$ cat src/a2m_pkg.sv
// ----------------------------------------------------------------------------
// a2m_pkg
// Shared types, constants and the character-to-element lookup for the
// ASCII to Morse keying serializer.
// ----------------------------------------------------------------------------
package a2m_pkg;

  // Longest sequence: five dashes (5 x 4 bits) plus the 2-bit gap.
  localparam int MAX_BITS = 22;
  localparam int LEN_W    = $clog2(MAX_BITS + 1);
  localparam int MAX_ELEM = 5;

  localparam int DOT_BITS  = 2;
  localparam int DASH_BITS = 4;
  localparam int GAP_BITS  = 2;

  localparam logic [MAX_BITS-1:0] DOT_PAT  = MAX_BITS'('h01);
  localparam logic [MAX_BITS-1:0] DASH_PAT = MAX_BITS'('h07);

  // Element codes
  localparam logic [1:0] EL_END  = 2'd0;
  localparam logic [1:0] EL_DOT  = 2'd1;
  localparam logic [1:0] EL_DASH = 2'd2;

  // Five element codes, element 0 in the low bits
  typedef logic [2*MAX_ELEM-1:0] elems_t;

  // Encoded character handed to the serializer
  typedef struct packed {
    logic [MAX_BITS-1:0] pattern;  // keying bits, first bit in bit 0
    logic [LEN_W-1:0]    len;      // number of result bits
    logic                bad;      // unsupported character
  } enc_t;

  function automatic elems_t mk(input logic [1:0] e0, input logic [1:0] e1,
                                input logic [1:0] e2, input logic [1:0] e3,
                                input logic [1:0] e4);
    return {e4, e3, e2, e1, e0};
  endfunction

  // Element list of an uppercase letter or digit; all-end for anything else
  function automatic elems_t char_elems(input logic [7:0] c);
    elems_t e;
    e = '0;
    case (c)
      "A": e = mk(EL_DOT,  EL_DASH, EL_END,  EL_END,  EL_END);
      "B": e = mk(EL_DASH, EL_DOT,  EL_DOT,  EL_DOT,  EL_END);
      "C": e = mk(EL_DASH, EL_DOT,  EL_DASH, EL_DOT,  EL_END);
      "D": e = mk(EL_DASH, EL_DOT,  EL_DOT,  EL_END,  EL_END);
      "E": e = mk(EL_DOT,  EL_END,  EL_END,  EL_END,  EL_END);
      "F": e = mk(EL_DOT,  EL_DOT,  EL_DASH, EL_DOT,  EL_END);
      "G": e = mk(EL_DASH, EL_DASH, EL_DOT,  EL_END,  EL_END);
      "H": e = mk(EL_DOT,  EL_DOT,  EL_DOT,  EL_DOT,  EL_END);
      "I": e = mk(EL_DOT,  EL_DOT,  EL_END,  EL_END,  EL_END);
      "J": e = mk(EL_DOT,  EL_DASH, EL_DASH, EL_DASH, EL_END);
      "K": e = mk(EL_DASH, EL_DOT,  EL_DASH, EL_END,  EL_END);
      "L": e = mk(EL_DOT,  EL_DASH, EL_DOT,  EL_DOT,  EL_END);
      "M": e = mk(EL_DASH, EL_DASH, EL_END,  EL_END,  EL_END);
      "N": e = mk(EL_DASH, EL_DOT,  EL_END,  EL_END,  EL_END);
      "O": e = mk(EL_DASH, EL_DASH, EL_DASH, EL_END,  EL_END);
      "P": e = mk(EL_DOT,  EL_DASH, EL_DASH, EL_DOT,  EL_END);
      "Q": e = mk(EL_DASH, EL_DASH, EL_DOT,  EL_DASH, EL_END);
      "R": e = mk(EL_DOT,  EL_DASH, EL_DOT,  EL_END,  EL_END);
      "S": e = mk(EL_DOT,  EL_DOT,  EL_DOT,  EL_END,  EL_END);
      "T": e = mk(EL_DASH, EL_END,  EL_END,  EL_END,  EL_END);
      "U": e = mk(EL_DOT,  EL_DOT,  EL_DASH, EL_END,  EL_END);
      "V": e = mk(EL_DOT,  EL_DOT,  EL_DOT,  EL_DASH, EL_END);
      "W": e = mk(EL_DOT,  EL_DASH, EL_DASH, EL_END,  EL_END);
      "X": e = mk(EL_DASH, EL_DOT,  EL_DOT,  EL_DASH, EL_END);
      "Y": e = mk(EL_DASH, EL_DOT,  EL_DASH, EL_DASH, EL_END);
      "Z": e = mk(EL_DASH, EL_DASH, EL_DOT,  EL_DOT,  EL_END);
      "0": e = mk(EL_DASH, EL_DASH, EL_DASH, EL_DASH, EL_DASH);
      "1": e = mk(EL_DOT,  EL_DASH, EL_DASH, EL_DASH, EL_DASH);
      "2": e = mk(EL_DOT,  EL_DOT,  EL_DASH, EL_DASH, EL_DASH);
      "3": e = mk(EL_DOT,  EL_DOT,  EL_DOT,  EL_DASH, EL_DASH);
      "4": e = mk(EL_DOT,  EL_DOT,  EL_DOT,  EL_DOT,  EL_DASH);
      "5": e = mk(EL_DOT,  EL_DOT,  EL_DOT,  EL_DOT,  EL_DOT);
      "6": e = mk(EL_DASH, EL_DOT,  EL_DOT,  EL_DOT,  EL_DOT);
      "7": e = mk(EL_DASH, EL_DASH, EL_DOT,  EL_DOT,  EL_DOT);
      "8": e = mk(EL_DASH, EL_DASH, EL_DASH, EL_DOT,  EL_DOT);
      "9": e = mk(EL_DASH, EL_DASH, EL_DASH, EL_DASH, EL_DOT);
      default: e = '0;
    endcase
    return e;
  endfunction

endpackage

$ cat src/a2m_encoder.sv
// ----------------------------------------------------------------------------
// a2m_encoder
// Combinational encoder: ASCII code to keying bit pattern and length.
// ----------------------------------------------------------------------------
module a2m_encoder (
  input  logic [7:0]     char_code,
  output a2m_pkg::enc_t  enc
);

  a2m_pkg::elems_t                elems;
  logic                           is_sym;
  logic                           is_space;
  logic [a2m_pkg::LEN_W-1:0]      pos;
  logic [a2m_pkg::MAX_BITS-1:0]   pat;
  logic [1:0]                     el;

  always_comb begin
    elems    = a2m_pkg::char_elems(char_code);
    is_space = (char_code == " ");
    is_sym   = ((char_code >= "A") && (char_code <= "Z")) ||
               ((char_code >= "0") && (char_code <= "9"));

    // Lay elements out back to back; trailing end codes add nothing
    pos = '0;
    pat = '0;
    for (int i = 0; i < a2m_pkg::MAX_ELEM; i++) begin
      el = elems[2*i +: 2];
      if (el == a2m_pkg::EL_DOT) begin
        pat = pat | (a2m_pkg::DOT_PAT << pos);
        pos = pos + a2m_pkg::LEN_W'(a2m_pkg::DOT_BITS);
      end else if (el == a2m_pkg::EL_DASH) begin
        pat = pat | (a2m_pkg::DASH_PAT << pos);
        pos = pos + a2m_pkg::LEN_W'(a2m_pkg::DASH_BITS);
      end
    end

    if (is_sym || is_space) begin
      enc.pattern = pat;  // gap bits are zero already
      enc.len     = pos + a2m_pkg::LEN_W'(a2m_pkg::GAP_BITS);
      enc.bad     = 1'b0;
    end else begin
      // unsupported: one silent bit flagged bad
      enc.pattern = '0;
      enc.len     = a2m_pkg::LEN_W'(1);
      enc.bad     = 1'b1;
    end
  end

endmodule

$ cat src/a2m_shifter.sv
// ----------------------------------------------------------------------------
// a2m_shifter
// Result register: shifts one keying bit out per output transfer.
// ----------------------------------------------------------------------------
module a2m_shifter (
  input  logic                 clk,
  input  logic                 rst_n,
  input  logic                 load,
  input  a2m_pkg::enc_t        enc,
  input  logic                 fin,
  output logic                 can_load,
  output logic                 out_valid,
  input  logic                 out_ready,
  output logic                 key_bit,
  output logic                 char_done,
  output logic                 message_done,
  output logic                 bad_char
);

  logic [a2m_pkg::MAX_BITS-1:0] pat_r, pat_nxt;
  logic [a2m_pkg::LEN_W-1:0]    left_r, left_nxt;
  logic                         fin_r, fin_nxt;
  logic                         bad_r, bad_nxt;
  logic                         last;

  assign last         = (left_r == a2m_pkg::LEN_W'(1));
  assign out_valid    = (left_r != '0);
  assign can_load     = (left_r == '0) || (last && out_ready);
  assign key_bit      = pat_r[0];
  assign char_done    = last;
  assign message_done = last && fin_r;
  assign bad_char     = bad_r;

  always_comb begin
    pat_nxt  = pat_r;
    left_nxt = left_r;
    fin_nxt  = fin_r;
    bad_nxt  = bad_r;
    if (load) begin
      pat_nxt  = enc.pattern;
      left_nxt = enc.len;
      fin_nxt  = fin;
      bad_nxt  = enc.bad;
    end else if (out_valid && out_ready) begin
      pat_nxt  = pat_r >> 1;
      left_nxt = left_r - a2m_pkg::LEN_W'(1);
    end
  end

  always_ff @(posedge clk) begin
    if (!rst_n) begin
      left_r <= '0;
    end else begin
      left_r <= left_nxt;
    end
  end

  always_ff @(posedge clk) begin
    pat_r <= pat_nxt;
    fin_r <= fin_nxt;
    bad_r <= bad_nxt;
  end

endmodule

$ cat src/ascii_to_morse_bit_serializer.sv
// ----------------------------------------------------------------------------
// ascii_to_morse_bit_serializer
// ASCII character in, Morse keying bits out, one bit per result transfer.
// ----------------------------------------------------------------------------
// The first keying bit is offered the cycle after the input transfer.
// Each character sends all of its keying bits (2..22 bits, 1 for an
//   unsupported code); the shifter sends one per cycle while out_ready is high.
// The next character is taken in the cycle its predecessor's last bit leaves.
// Reset (rst_n low, synchronous) empties the shift register; nothing else.
// ----------------------------------------------------------------------------
module ascii_to_morse_bit_serializer (
  input  logic       clk,
  input  logic       rst_n,
  input  logic       in_valid,
  output logic       in_ready,
  input  logic [7:0] in_char_code,
  input  logic       in_final_char,
  output logic       out_valid,
  input  logic       out_ready,
  output logic       out_key_bit,
  output logic       out_char_done,
  output logic       out_message_done,
  output logic       out_bad_char
);

  a2m_pkg::enc_t enc;
  logic          load;

  // Lookup: character to element pattern, laid out as dot 10 / dash 1110,
  // followed by a two-bit silent gap. Space is the gap alone.
  a2m_encoder u_enc (
    .char_code (in_char_code),
    .enc       (enc)
  );

  // A transfer loads the whole pattern at once; the shifter then drains it.
  // in_ready is high when the shifter is empty or its last bit is leaving,
  // so characters follow each other with no idle bit between them.
  assign load = in_valid && in_ready;

  a2m_shifter u_shift (
    .clk          (clk),
    .rst_n        (rst_n),
    .load         (load),
    .enc          (enc),
    .fin          (in_final_char),
    .can_load     (in_ready),
    .out_valid    (out_valid),
    .out_ready    (out_ready),
    .key_bit      (out_key_bit),
    .char_done    (out_char_done),
    .message_done (out_message_done),
    .bad_char     (out_bad_char)
  );

endmodule

$ cat config.mk
export PLATFORM = sky130hd
export DESIGN_NAME = ascii_to_morse_bit_serializer
export DESIGN_NICKNAME = d
export VERILOG_FILES = /design/src/a2m_pkg.sv /design/src/a2m_encoder.sv /design/src/a2m_shifter.sv /design/src/ascii_to_morse_bit_serializer.sv
export SDC_FILE = /design/constraint.sdc
export NUM_CORES = 1
export LEC_CHECK = 0
export ABC_CLOCK_PERIOD_IN_PS = 11490
export BUFFER_PORTS_ARGS = -buffer_cell sky130_fd_sc_hd__buf_2
export CELL_PAD_IN_SITES_DETAIL_PLACEMENT = 1
export CELL_PAD_IN_SITES_GLOBAL_PLACEMENT = 2
export CORE_ASPECT_RATIO = 1.1
export CORE_UTILIZATION = 30
export CTS_BUF_LIST = sky130_fd_sc_hd__clkbuf_4 sky130_fd_sc_hd__clkbuf_8
export DETAILED_ROUTE_END_ITERATION = 8
export GPL_TIMING_DRIVEN = 0
export MAX_ROUTING_LAYER = met4
export PLACE_DENSITY_LB_ADDON = 0.1
export SLEW_MARGIN = 25
export SYNTH_ARGS = -nofsm -noshare
export SYNTH_HDL_FRONTEND = slang
export SYNTH_SLANG_ARGS = --single-unit
export TNS_END_PERCENT = 5
$ cat constraint.sdc
create_clock -name clk -period 11.49 [get_ports clk]
set_input_delay 1.149 -clock clk [delete_from_list [all_inputs] [get_ports clk]]
set_output_delay 1.149 -clock clk [all_outputs]
set_load 0.01 [all_outputs]
; After elaboration in Yosys (flattened, before gate mapping)
; Memory sizes are Yosys's and may differ from the RTL's.
; Cells that the tools add are included.
[word_totals]
register_bits = 29
mem_bits_ro = 1280
word_cells = 85
memories = 1
out_inout_bits = 6
[classes]
shifts = 8
muxes = 26
magnitude_cmp = 4
n_eq_ne = 12
reduce_logical = 12
n_addsub = 10
n_bitwise = 8
[memory_table]
columns = memory, words, width, rd, rd_ports_with_merged_regs, wr, line_no
row1 = (no name shown), 128, 10, 1, 0, 0, a2m_pkg.sv:45  ; case (c)
[op_table]
columns = op, n
row1 = 22-bit 2-to-1 mux, 11
row2 = 22-bit bitwise OR, 8
row3 = "1-bit by 5-bit << shifter with 22-bit output, first input constant", 4
row4 = "3-bit by 5-bit << shifter with 22-bit output, first input constant", 4
row5 = 5-bit 2-to-1 mux, 11
row6 = 28-bit 2-to-1 mux, 1
row7 = "5-bit by 2-bit adder with 5-bit output, second input constant", 5
row8 = "5-bit by 3-bit adder with 5-bit output, second input constant", 4
row9 = "2-bit by 1-bit equality test with 1-bit output, second input constant", 5
row10 = "2-bit equality test, second input constant", 5
row11 = 10-bit 2-to-1 mux, 1
row12 = "8-bit by 6-bit equality test with 1-bit output, second input constant", 1
row13 = "8-bit by 6-bit greater-or-equal comparator with 1-bit output, second input constant", 1
row14 = "8-bit by 7-bit greater-or-equal comparator with 1-bit output, second input constant", 1
row15 = "8-bit by 6-bit less-or-equal comparator with 1-bit output, second input constant", 1
row16 = "8-bit by 7-bit less-or-equal comparator with 1-bit output, second input constant", 1
row17 = 1-bit logical AND, 6
row18 = 3-bit 2-to-1 mux, 2
row19 = "5-bit by 1-bit equality test with 1-bit output, second input constant", 1
row20 = 5-bit zero test, 1
row21 = 5-bit nonzero test, 1
row22 = "5-bit by 1-bit subtractor with 5-bit output, second input constant", 1
row23 = 1-bit logical OR, 3
row24 = 2-bit nonzero test, 1

; Logic depth before layout (Yosys ltp)
; Gate-level depths: netlist of run 1.
; An unclocked memory read counts as a cell.
[depth]
word_depth = 20
mapped_depth = 32
mapped_depth_nobuf = 30

; Cells and area by module
; From an unflattened synthesis of run 1, not the netlist that was laid out.
[unflattened]
hier_cells = 494
hier_area_um2 = 4211.5
[modules_own_cells]
columns = mod, area_each_um2, cells_per_inst, instances
row1 = a2m_encoder, 2886.5, 399, 1
row2 = a2m_shifter, 1318.8, 94, 1
row3 = ascii_to_morse_bit_serializer, 6.3, 1, 1

; Worst setup path before layout of run 1
; Ideal clock, no wire load.
[synth_timing]
path_kind = input-to-reg
start = input in_char_code[1]
end = register u_shift.left_r[3] (netlist name)
arrival_ps = 7004
required_time_ps = 11375
path_stages = 32
setup_ps = 115
slack_ps = 4371
path_buffers = 2
path_cell_list = clkbuf_1 -> inv_1 -> ha_1 -> clkbuf_1 -> nor2b_1 -> nor2_1 -> a21oi_1 -> nor2_1 -> a21oi_1 -> o32a_1 -> ha_1 -> ha_1 -> a31oi_1 -> or2_2 -> inv_1 -> ha_1 -> nand4_1 -> o41ai_1 -> a211oi_2 -> inv_1 -> ha_1 -> nand2_1 -> o21ai_0 -> mux2_2 -> ha_1 -> a22oi_1 -> o41ai_1 -> or2_2 -> ha_1 -> xor2_1 -> a221o_1 -> and2_1
[synth_between]
elab_chain_len = 20
word_cells_on_any_way = 42
cone_classes = add/sub (9) / order compare (4) / eq/ne (11) / mux (13) / reduce/logical (4) / memory (1)
[synth_rtl]
columns = item, line_no
row1 = "start, declared", ascii_to_morse_bit_serializer.sv:16  ; input logic [7:0] in_char_code,
row2 = memory read 128 x 10 bit, n/a
row3 = 10-bit 2-to-1 mux, a2m_pkg.sv:45
row4 = 2-bit equality test, a2m_encoder.sv:31  ; end else if (el == a2m_pkg::EL_DASH) begin
row5 = 3-bit 2-to-1 mux, a2m_encoder.sv:31
row6 = 5-bit 2-to-1 mux, a2m_encoder.sv:28  ; if (el == a2m_pkg::EL_DOT) begin
row7 = 5-bit by 3-bit adder with 5-bit output, a2m_encoder.sv:33  ; pos = pos + a2m_pkg::LEN_W'(a2m_pkg::DASH_BITS);
row8 = 5-bit 2-to-1 mux, a2m_encoder.sv:31
row9 = 5-bit 2-to-1 mux, a2m_encoder.sv:28
row10 = [4 not listed], n/a
row11 = 5-bit 2-to-1 mux, a2m_encoder.sv:31
row12 = 5-bit 2-to-1 mux, a2m_encoder.sv:28
row13 = 5-bit by 3-bit adder with 5-bit output, a2m_encoder.sv:33
row14 = 5-bit 2-to-1 mux, a2m_encoder.sv:31
row15 = 5-bit 2-to-1 mux, a2m_encoder.sv:28
row16 = 5-bit by 2-bit adder with 5-bit output, a2m_encoder.sv:39  ; enc.len = pos + a2m_pkg::LEN_W'(a2m_pkg::GAP_BITS);
row17 = 28-bit 2-to-1 mux (*), a2m_encoder.sv:37  ; if (is_sym || is_space) begin
row18 = 5-bit 2-to-1 mux (*), a2m_shifter.sv:39  ; if (load) begin
row19 = "end signal, assigned", a2m_shifter.sv:54  ; left_r <= left_nxt;
row20 = "end, declared", a2m_shifter.sv:21  ; logic [a2m_pkg::LEN_W-1:0] left_r, left_nxt;
; Mark *: on every way between the ends. The rest lies on a longest branch, timed or not.
; A chain may end at the register's enable or synchronous reset.

; Worst setup path after layout of run 1
; Same ends and word-level chain as after synthesis.

==> results of run 1 <==
-- power by group through the flow --
| stage | sequential (uW) | combinational, uW | clock, uW |
|---|---|---|---|
| 3_5_place_dp | 206 | 274 | 0 |
| 3_3_place_gp | 204 | 270 | 0 |
| 5_1_grt | 209 | 306 | 88.6 |
| 2_1_floorplan | 200 | 188 | 0 |
| 4_1_cts | 204 | 276 | 84.1 |
| 6_report | 204 | 273 | 81.5 |
-- worst paths after layout --
path	start	endpoint	slack (ns)
max	in_char_code[1]	u_shift.left_r[3]	3.06
min reg2reg	u_shift.left_r[4]	u_shift.left_r[4]	0.49
min	u_shift.left_r[4]	u_shift.left_r[4]	0.49
max reg2reg	u_shift.left_r[1]	u_shift.pat_r[0]	8.63
-- layout make-up --
| cell class | instances | share of cell area [%] |
|---|---|---|
| Sequential cell | 29 | 19.7 |
| Tap cell | 154 | 4.62 |
| Inverter | 32 | 2.94 |
| Timing Repair Buffer | 16 | 1.92 |
| Multi-Input combinational cell | 381 | 66.3 |
| Buffer | 24 | 2.55 |
| Clock buffer | 5 | 1.65 |
| Clock inverter | 3 | 0.300 |
-- cell usage after synthesis (3+ instances only) --
library cell | instances | area, sq um
nand2_1 | 47 | 176
and2_1 | 9 | 56.3
inv_1 | 24 | 90.1
clkbuf_1 | 13 | 48.8
mux2i_1 | 6 | 60.1
or3_1 | 4 | 25.0
inv_2 | 7 | 26.3
a221oi_1 | 6 | 52.6
nor2b_1 | 6 | 37.5
and3_1 | 3 | 18.8
xnor2_1 | 6 | 52.6
mux2_2 | 4 | 45.0
a32oi_1 | 5 | 43.8
a22o_1 | 9 | 78.8
a21o_1 | 3 | 22.5
a221o_1 | 3 | 30.0
a22oi_1 | 8 | 60.1
a211oi_1 | 3 | 22.5
nand3_1 | 14 | 70.1
dfxtp_1 | 5 | 100
nand2b_1 | 10 | 62.6
buf_2 | 10 | 50.1
nand4_1 | 4 | 25.0
o21ai_0 | 31 | 155
o211ai_1 | 8 | 60.1
o21ai_1 | 5 | 25.0
edfxtp_1 | 24 | 721
a31oi_1 | 8 | 50.1
a32o_1 | 3 | 30.0
a21oi_1 | 25 | 125
nor2_1 | 31 | 116
or2_2 | 5 | 31.3
ha_1 | 49 | 613
a222oi_1 | 4 | 40.0
a211o_1 | 3 | 26.3
nor3_1 | 6 | 30.0
-- cell families (layout without fill, tap and decap cells) --
| group | after synthesis | after routing | share of synthesized area [%] |
|---|---|---|---|
| AND/OR/NAND/NOR | 160 | 160 | 21.7 |
| AO/OA/AOI/OAI | 153 | 153 | 29.6 |
| buffers and inverters | 56 | 80 | 6.01 |
| adder cells (fa/ha/maj) | 49 | 49 | 16.1 |
| flip-flops | 29 | 29 | 21.5 |
| multiplexers | 10 | 10 | 2.76 |
| XOR/XNOR | 9 | 9 | 2.27 |
-- sequential cells by signal, summed over array words and instances, names as in the netlist --
| register | flops |
|---|---|
| u_shift.fin_r | 1 |
| u_shift.bad_char | 1 |
| u_shift.left_r | 5 |
| u_shift.pat_r | 22 |
-- worst register-to-register path, stage by stage, from the launching register on --
cell	delay (ns)
dfxtp_1	0.32
inv_1	0.10
ha_1	0.16
nor4b_1	0.51
nand2_1	0.11
nand2_1	0.10
nand2_1	0.10
clkbuf_1	0.30
nor4_1	0.26
o21ai_0	0.16
a31oi_1	0.32
a21oi_1	0.15
-- per-layer routing --
metal  vias to the layer above  global-route usage [%]  wire length [microns]
li1                       1788                       -                      -
met1                      1791                    26.2                   5730
met2                        73                    36.4                   6570
met3                        14                    1.24                    360
met4                         0                    6.08                    224
met5                         -                       -                      0
-- through the flow --
stage                     instance area [sq um]  worst slack [ns]
after floorplan                            3810              4.37
final                                      4170              3.06
after global routing                       4170              2.62
after detailed placement                   4090              2.71
after global placement                     4080              2.72
after CTS                                  4170              2.99
==> run_results.csv, run 1 <==
group,metric,value,unit
yosys,yosysSeqAreaShare,21.5,%
pwr,p_int,324,uW
drt,ant_nets,0,
cts,clk_latency,0.29,ns
placed_design,io_buffer_count,16,
global_route,grt_use_total,21.0,%
cts,cts.clk_slew.worst_paths,0.06,ns
pwr,p_switching,234,uW
finish,multi_input_area,2760,sq um
finish,final_common_cell,"ha_1",
finish,drive_gt1_share,13.9,%
timing,slew_headroom,41.9,%
pwr,p_sw_share,42.0,%
placed_design,gp_congestion,0.861,
cts,cts_max_path_buffers,2,
setup_path,crit_top_cell,"ha_1",
floorplan,pin_count,19,
timing,setup_viol,0,
global_route,grt_pass1_vias,3777,
floorplan,core_area,12200,sq um
finish,layout.nets,551,
status,outcome,"completed",
setup_path,start_kind,"input port",
pwr,power_frac_comb,48.9,%
yosys,synthesis.area_per_instance,8.18,sq um
pwr,seq_power_share,36.5,%
pwr,vdd_drop_max,0.000127,V
worst_hold_path,hp-class,"reg -> reg",
floorplan,initial_core_util,31.3,%
finish,regArea,821,sq um
timing,timing.fmax,119,MHz
setup_path,worstPathRequired,11.68,ns
timing,drv_slew,0,
global_route,grt_pass1_wl,20.7,mm
finish,area_growth,9.32,%
yosys,ys_types,78,
setup_path,r2r_cells,11,
timing,timing.hold.ws,0.491,ns
cts,cts_tree,"yes",
timing,period_share,73.4,%
setup_path,critPathCaptureType,"flip-flop",
setup_path,path_depth,33,
yosys,synth_fp_nets,528,
floorplan,rows,42,
cts,cts_buffers,5,
drt,wl,12.9,mm
cts,ctsRootBufferMaster,"clkbuf_8",
pwr,clkPwrFrac,14.6,%
worst_hold_path,holdPathStages,2,
yosys,synthesis.area,3810,sq um
yosys,syn_inst,466,
yosys,synth-seq-cells,29,
finish,stdcell_count,644,
setup_path,crit_arrival,8.62,ns
drt,num_vias,3666,
global_route,grt_max_degree,30,
finish,fillers,1501,
setup_path,crit_slowest_cell,"a211oi_2",
pwr,p_leak,0.00164,uW
drt,drt_first_pass_iters,5,
global_route,antenna_found_initial,0,
timing,period_needed,8.43,ns
pwr,powerDensity,134,nW/um^2
global_route,overflow,0,
timing,skew,0.00552,ns
floorplan,die-area,13200,sq um
yosys,async_flop_share,0,%
timing,hold_violations,0,
drt,route.detailed.wl_per_inst,20.0,microns
yosys,synth_flop_cell,"edfxtp_1",
cts,post_cts_buffers,0,
drt,drc,0,
pwr,total_power,558,uW
placed_design,dp_cells,636,
finish,layout_common_cells,"ha_1, nand2_1, o21ai_0, nor2_1, buf_2",
yosys,synth_edf_count,24,
cts,cts_resized,0,
placed_design,hpwlAfterDp,10.4,mm
setup_path,critical_path.top_delay_family,"compound AO/OA/AOI/OAI gates",
setup_path,cp.buffers_inverters,6,
finish,final_util,34.2,%
cts,clkSinkCount,29,
drt,viasPerCell,5.69,
timing,worst_pin_slew,0.870,ns
floorplan,die_w,109,microns
drt,drtIter0Drc,156,
setup_path,slowest_delay,0.69,ns
cts,hold_buffers,0,
cts,htree_levels,2,
timing,fin_setup_tns,0,ns
run,cap_violations,0,
timing,grt_setup_unrepaired,"false",
floorplan,die_y,120,microns
setup_path,crit_type,"in -> reg",
finish,antenna_cells,0,
yosys,ys_warn_count,0,
setup_path,timing.critical_path.fanout_max,10,
Note: power is estimated with default switching activity, not from simulation.
==> inputs of run 2 (changes only) <==
--- a/config.mk
+++ b/config.mk
@@ -5,7 +5,7 @@
 export SDC_FILE = /design/constraint.sdc
 export NUM_CORES = 1
 export LEC_CHECK = 0
-export ABC_CLOCK_PERIOD_IN_PS = 11490
+export ABC_CLOCK_PERIOD_IN_PS = 7600
 export BUFFER_PORTS_ARGS = -buffer_cell sky130_fd_sc_hd__buf_2
 export CELL_PAD_IN_SITES_DETAIL_PLACEMENT = 1
 export CELL_PAD_IN_SITES_GLOBAL_PLACEMENT = 2
==> constraint.sdc (replaced) <==
create_clock -name clk -period 7.6 [get_ports clk]
set_input_delay 0.76 -clock clk [delete_from_list [all_inputs] [get_ports clk]]
set_output_delay 0.76 -clock clk [all_outputs]
set_load 0.01 [all_outputs]
==> run 2 against run 1 <==
  * Via count down 0.52%
  * Final area rose by 0.39%
  * Critical path depth down 1
  * Sequential share of layout area fell by 0.077 points
  * Wire length barely moved
  * First-iteration DRC count is 8.3% lower
  * Combinational power rose by 52%
  * Critical path type unchanged
==> run_results.csv, run 2 (synthesis gave the netlist of run 1 again) <==
group,metric,value,unit
cts,cts_buffers,5,
drt,wl,12.9,mm
cts,cts.clk_slew.worst_paths,0.06,ns
timing,fin_setup_tns,0,ns
timing,period_share,93.7,%
setup_path,worstPathRequired,7.79,ns
timing,drv_slew,0,
setup_path,crit_top_cell,"ha_1",
run,cap_violations,0,
pwr,total_power,847,uW
cts,ctsRootBufferMaster,"clkbuf_8",
timing,timing.fmax,140,MHz
floorplan,rows,42,
timing,hold_violations,0,
finish,drive_gt1_share,14.5,%
cts,clk_latency,0.29,ns
pwr,vdd_drop_max,0.000191,V
setup_path,start_kind,"input port",
cts,cts_tree,"yes",
setup_path,cp.buffers_inverters,5,
finish,final_common_cell,"ha_1",
placed_design,io_buffer_count,16,
finish,stdcell_count,644,
cts,cts_max_path_buffers,2,
drt,drtIter0Drc,143,
drt,viasPerCell,5.66,
worst_hold_path,hp-class,"reg -> reg",
setup_path,critical_path.top_delay_family,"adder cells",
placed_design,hpwlAfterDp,10.4,mm
finish,layout.nets,551,
timing,skew,0.00503,ns
drt,drc,0,
placed_design,dp_cells,636,
global_route,grt_pass1_wl,20.7,mm
setup_path,crit_slowest_cell,"ha_1",
finish,final_util,34.3,%
finish,layout_common_cells,"ha_1, nand2_1, o21ai_0, nor2_1, buf_2",
timing,grt_setup_unrepaired,"false",
drt,ant_nets,0,
setup_path,critPathCaptureType,"flip-flop",
finish,area_growth,9.75,%
finish,largestRegisters,"u_shift.pat_r: 22 flops, u_shift.left_r: 5 flops",
status,outcome,"completed",
setup_path,slowest_delay,0.38,ns
floorplan,core_area,12200,sq um
finish,top_register,"u_shift.pat_r",
floorplan,initial_core_util,31.3,%
finish,largest_reg_flops,22,
setup_path,crit_arrival,7.31,ns
setup_path,crit_type,"in -> reg",
global_route,grt_pass1_vias,3782,
timing,period_needed,7.12,ns
timing,slew_headroom,44.6,%
placed_design,gp_congestion,0.861,
drt,route.detailed.wl_per_inst,20.0,microns
timing,setup_viol,0,
floorplan,pin_count,19,
floorplan,die_w,109,microns
global_route,grt_use_total,21.0,%
pwr,p_leak,0.00165,uW
cts,htree_levels,2,
global_route,overflow,0,
global_route,grt_max_degree,30,
finish,antenna_cells,0,
finish,fillers,1501,
drt,drt_first_pass_iters,4,
cts,clkSinkCount,29,
floorplan,die-area,13200,sq um
setup_path,timing.critical_path.fanout_max,10,
drt,num_vias,3647,
global_route,antenna_found_initial,0,
pwr,powerDensity,203,nW/um^2
timing,worst_pin_slew,0.829,ns
floorplan,die_y,120,microns
cts,hold_buffers,0,
==> run 2: layout make-up <==
cell class | instances | area [sq um] | area share [%]
Clock inverter | 3 | 12.5 | 0.299
Buffer | 23 | 104 | 2.48
Timing Repair Buffer | 17 | 87.6 | 2.09
Multi-Input combinational cell | 381 | 2770 | 66.3
Sequential cell | 29 | 821 | 19.6
Inverter | 32 | 123 | 2.93
Tap cell | 154 | 193 | 4.61
Clock buffer | 5 | 68.8 | 1.65
==> run 2: worst paths after layout <==
| path | from | end | slack (ns) | cells after the start |
|---|---|---|---|---|
| max | in_char_code[1] | u_shift.left_r[3] | 0.48 | 32 |
| min | u_shift.left_r[4] | u_shift.left_r[4] | 0.49 | 2 |
| max reg2reg | u_shift.left_r[1] | u_shift.pat_r[0] | 4.70 | 11 |
| min reg2reg | u_shift.left_r[4] | u_shift.left_r[4] | 0.49 | 2 |
==> run 2: tightest hold or removal path, delay by kind of cell (launching register included) <==
| kind | cells | cell delay (ns) |
|---|---|---|
| AO/OA/AOI/OAI | 1 | 0.05 |
| flip-flops | 1 | 0.33 |
| AND/OR/NAND/NOR | 1 | 0.07 |
==> run 2: metal layers <==
layer | vias up | GRT usage [%] | share of wire (%)
met5 | - | - | 0
met4 | 0 | 6.08 | 1.8
met3 | 17 | 1.24 | 1.7
met2 | 50 | 36.4 | 51
met1 | 1796 | 26.2 | 46
li1 | 1784 | - | -
==> run 2: power by group <==
part / leakage, uW / total, uW / switching [uW] / internal [uW]
combinational: 0.00133 / 416 / 267 / 148
sequential: 0.000282 / 308 / 26.4 / 281
clock: 0.0000430 / 124 / 62.5 / 61.5
==> run 2: repair_timing <==
action / 4_1_cts / 5_1_grt
hold endpoints to repair: 0 / 0
pin swaps: 1 / 0
gates resized for setup: 1 / 3
buffers inserted: 1 / 0
setup endpoints to repair: 7 / 4
==> run 2: per-stage QoR <==
stage / hold slack [ns] / area, sq um / setup WS, ns
final: 0.494 / 4180 / 0.479
after global routing: 0.519 / 4180 / 0.0438
after CTS: 0.496 / 4180 / 0.0911
after global placement: 0.472 / 4080 / -0.780
after detailed placement: 0.484 / 4090 / -0.789
after floorplan: 0.450 / 3810 / 0.870
==> inputs of run 3 (changes only) <==
--- a/config.mk
+++ b/config.mk
@@ -10,7 +10,7 @@
 export CELL_PAD_IN_SITES_DETAIL_PLACEMENT = 1
 export CELL_PAD_IN_SITES_GLOBAL_PLACEMENT = 2
 export CORE_ASPECT_RATIO = 1.1
-export CORE_UTILIZATION = 30
+export CORE_UTILIZATION = 36
 export CTS_BUF_LIST = sky130_fd_sc_hd__clkbuf_4 sky130_fd_sc_hd__clkbuf_8
 export DETAILED_ROUTE_END_ITERATION = 8
 export GPL_TIMING_DRIVEN = 0
==> run 3 against run 2 <==
  * Non-clock buffer count grew 1
  * Worst setup slack worse by 0.021 ns
  * Clock power about the same
  * Sequential cell count stayed put
  * Critical path depth increased by 1
  * Total power fell by 0.30%
  * Largest cell class unchanged
  * Largest power group unchanged
==> run_results.csv, run 3 (synthesis gave the netlist of run 1 again) <==
group,metric,value,unit
status,outcome,"completed",
placed_design,pre_cts_ws,-0.658,ns
drt,drc,0,
floorplan,die-area,11000,sq um
placed_design,gp_congestion,0.863,
placed_design,post_dp_cell_area,4070,sq um
global_route,use_met1,27.7,%
cts,ctsRootBufferMaster,"clkbuf_8",
global_route,use_met2,42.9,%
global_route,grt_use_total,23.9,%
finish,fillers,1287,
setup_path,cp.buffers_inverters,6,
cts,cts_tree,"yes",
timing,period_needed,7.14,ns
drt,num_vias,3647,
cts,hold_buffers,0,
timing,grt_setup_unrepaired,"false",
finish,final_common_cell,"ha_1",
cts,clk_latency,0.29,ns
floorplan,rows,39,
drt,viasPerCell,5.76,
setup_path,slowest_delay,0.38,ns
setup_path,timing.critical_path.fanout_max,10,
cts,htree_levels,2,
cts,cts_buffers,5,
timing,slew_headroom,43.7,%
setup_path,crit_type,"in -> reg",
global_route,grt.met3_usage,1.84,%
finish,layout.nets,552,
finish,area_growth,9.23,%
setup_path,reg2reg_slack,4.82,ns
pwr,vdd_drop_max,0.000133,V
timing,period_share,94.0,%
worst_hold_path,holdPathStages,2,
global_route,antenna_found_initial,0,
timing,setup_viol,0,
finish,drive_gt1_share,14.5,%
pwr,powerDensity,203,nW/um^2
timing,timing.hold.ws,0.485,ns
floorplan,die_w,100,microns
setup_path,crit_arrival,7.32,ns
finish,regArea,821,sq um
floorplan,die_y,110,microns
timing,setup_ws,0.457,ns
global_route,grt_pass1_vias,3635,
global_route,grt_max_degree,30,
finish,largestRegisters,"u_shift.pat_r: 22 flops, u_shift.left_r: 5 flops",
drt,wl,12.3,mm
placed_design,hpwlAfterDp,9.96,mm
placed_design,io_buffer_count,16,
finish,antenna_cells,0,
drt,route.detailed.wl_per_inst,19.4,microns
setup_path,start_kind,"input port",
finish,multi_input_area,2770,sq um
worst_hold_path,min_to,"u_shift.left_r[4]",
timing,timing.fmax,140,MHz
timing,worst_pin_slew,0.843,ns
finish,fin_area,4160,sq um
run,cap_violations,0,
pwr,p_leak,0.00165,uW
global_route,grt_pass1_wl,19.6,mm
cts,clkSinkCount,29,
global_route,grt_most_used_layer,"met2",
setup_path,critPathCaptureType,"flip-flop",
timing,skew,0.00835,ns
setup_path,r2r_start,"u_shift.left_r[1]",
cts,cts_max_path_buffers,2,
drt,drt_first_pass_iters,4,
drt,ant_nets,0,
floorplan,pin_count,19,
global_route,overflow,0,
finish,layout_common_cells,"ha_1, nand2_1, o21ai_0, nor2_1, buf_2",
timing,drv_slew,0,
setup_path,critical_path.top_delay_family,"compound AO/OA/AOI/OAI gates",
floorplan,initial_core_util,36.8,%
cts,cts.clk_slew.worst_paths,0.05,ns
setup_path,crit_slowest_cell,"ha_1",
floorplan,core_area,10300,sq um
finish,largest_reg_flops,22,
timing,hold_violations,0,
setup_path,r2r_cells,11,
setup_path,reg2reg_to,"u_shift.pat_r[0]",
setup_path,crit_top_cell,"ha_1",
worst_hold_path,hp-start,"u_shift.left_r[4]",
drt,drtIter0Drc,162,
finish,final_util,40.2,%
finish,top_register,"u_shift.pat_r",
worst_hold_path,hp-class,"reg -> reg",
setup_path,worstPathRequired,7.78,ns
-- run 3: power by group --
group          internal, uW  leakage (uW)  switching [uW]
clock                  65.1     0.0000421            58.6
combinational           147       0.00133             266
sequential              282      0.000282            26.1
-- run 3: worst register-to-register path, stage by stage (launching register included) --
cell and delay (ns):
dfxtp_1 0.31, inv_1 0.09, ha_1 0.15, nor4b_1 0.45, nand2_1 0.11, nand2_1 0.11, nand2_1 0.12, clkbuf_1 0.31
nor4_1 0.25, o21ai_0 0.21, a31oi_1 0.27, a21oi_1 0.12
-- run 3: how the worst max path moves through the flow --
stage | cells after the start | slack, ns | to | start
2_1_floorplan | 32 | 0.87 | u_shift.left_r[3] | in_char_code[1]
3_3_place_gp | 33 | -0.65 | u_shift.left_r[3] | in_char_code[1]
3_5_place_dp | 33 | -0.66 | u_shift.left_r[3] | in_char_code[1]
4_1_cts | 33 | 0.17 | u_shift.left_r[3] | in_char_code[1]
5_1_grt | 33 | 0.05 | u_shift.left_r[3] | in_char_code[1]
6_report | 33 | 0.46 | u_shift.left_r[3] | in_char_code[1]
-- run 3: area by class of cell --
cell class | instances | area share [%]
Multi-Input combinational cell | 381 | 66.4
Inverter | 32 | 2.95
Clock inverter | 1 | 0.0902
Buffer | 24 | 2.58
Tap cell | 143 | 4.30
Timing Repair Buffer | 17 | 2.10
Clock buffer | 6 | 1.83
Sequential cell | 29 | 19.7
-- run 3: layer usage --
layer	vias to the layer above	routed length (microns)
met5	-	0
met4	0	331
met3	16	256
met2	58	6290
met1	1788	5420
li1	1785	-
-- run 3: metrics by stage --
stage,total power [uW],setup TNS [ns],std cells
4_1_cts,851,0,633
3_3_place_gp,708,-3.23,625
5_1_grt,907,0,633
3_5_place_dp,723,-3.29,625
2_1_floorplan,587,0,466
6_report,845,0,633
-- run 3: repair_timing --
| item | CTS | global route |
|---|---|---|
| gates cloned | 0 | 0 |
| endpoints found under the setup margin | 5 | 4 |
| setup buffers | 1 | 0 |
| pin swaps | 1 | 0 |
| gates resized for setup | 0 | 3 |
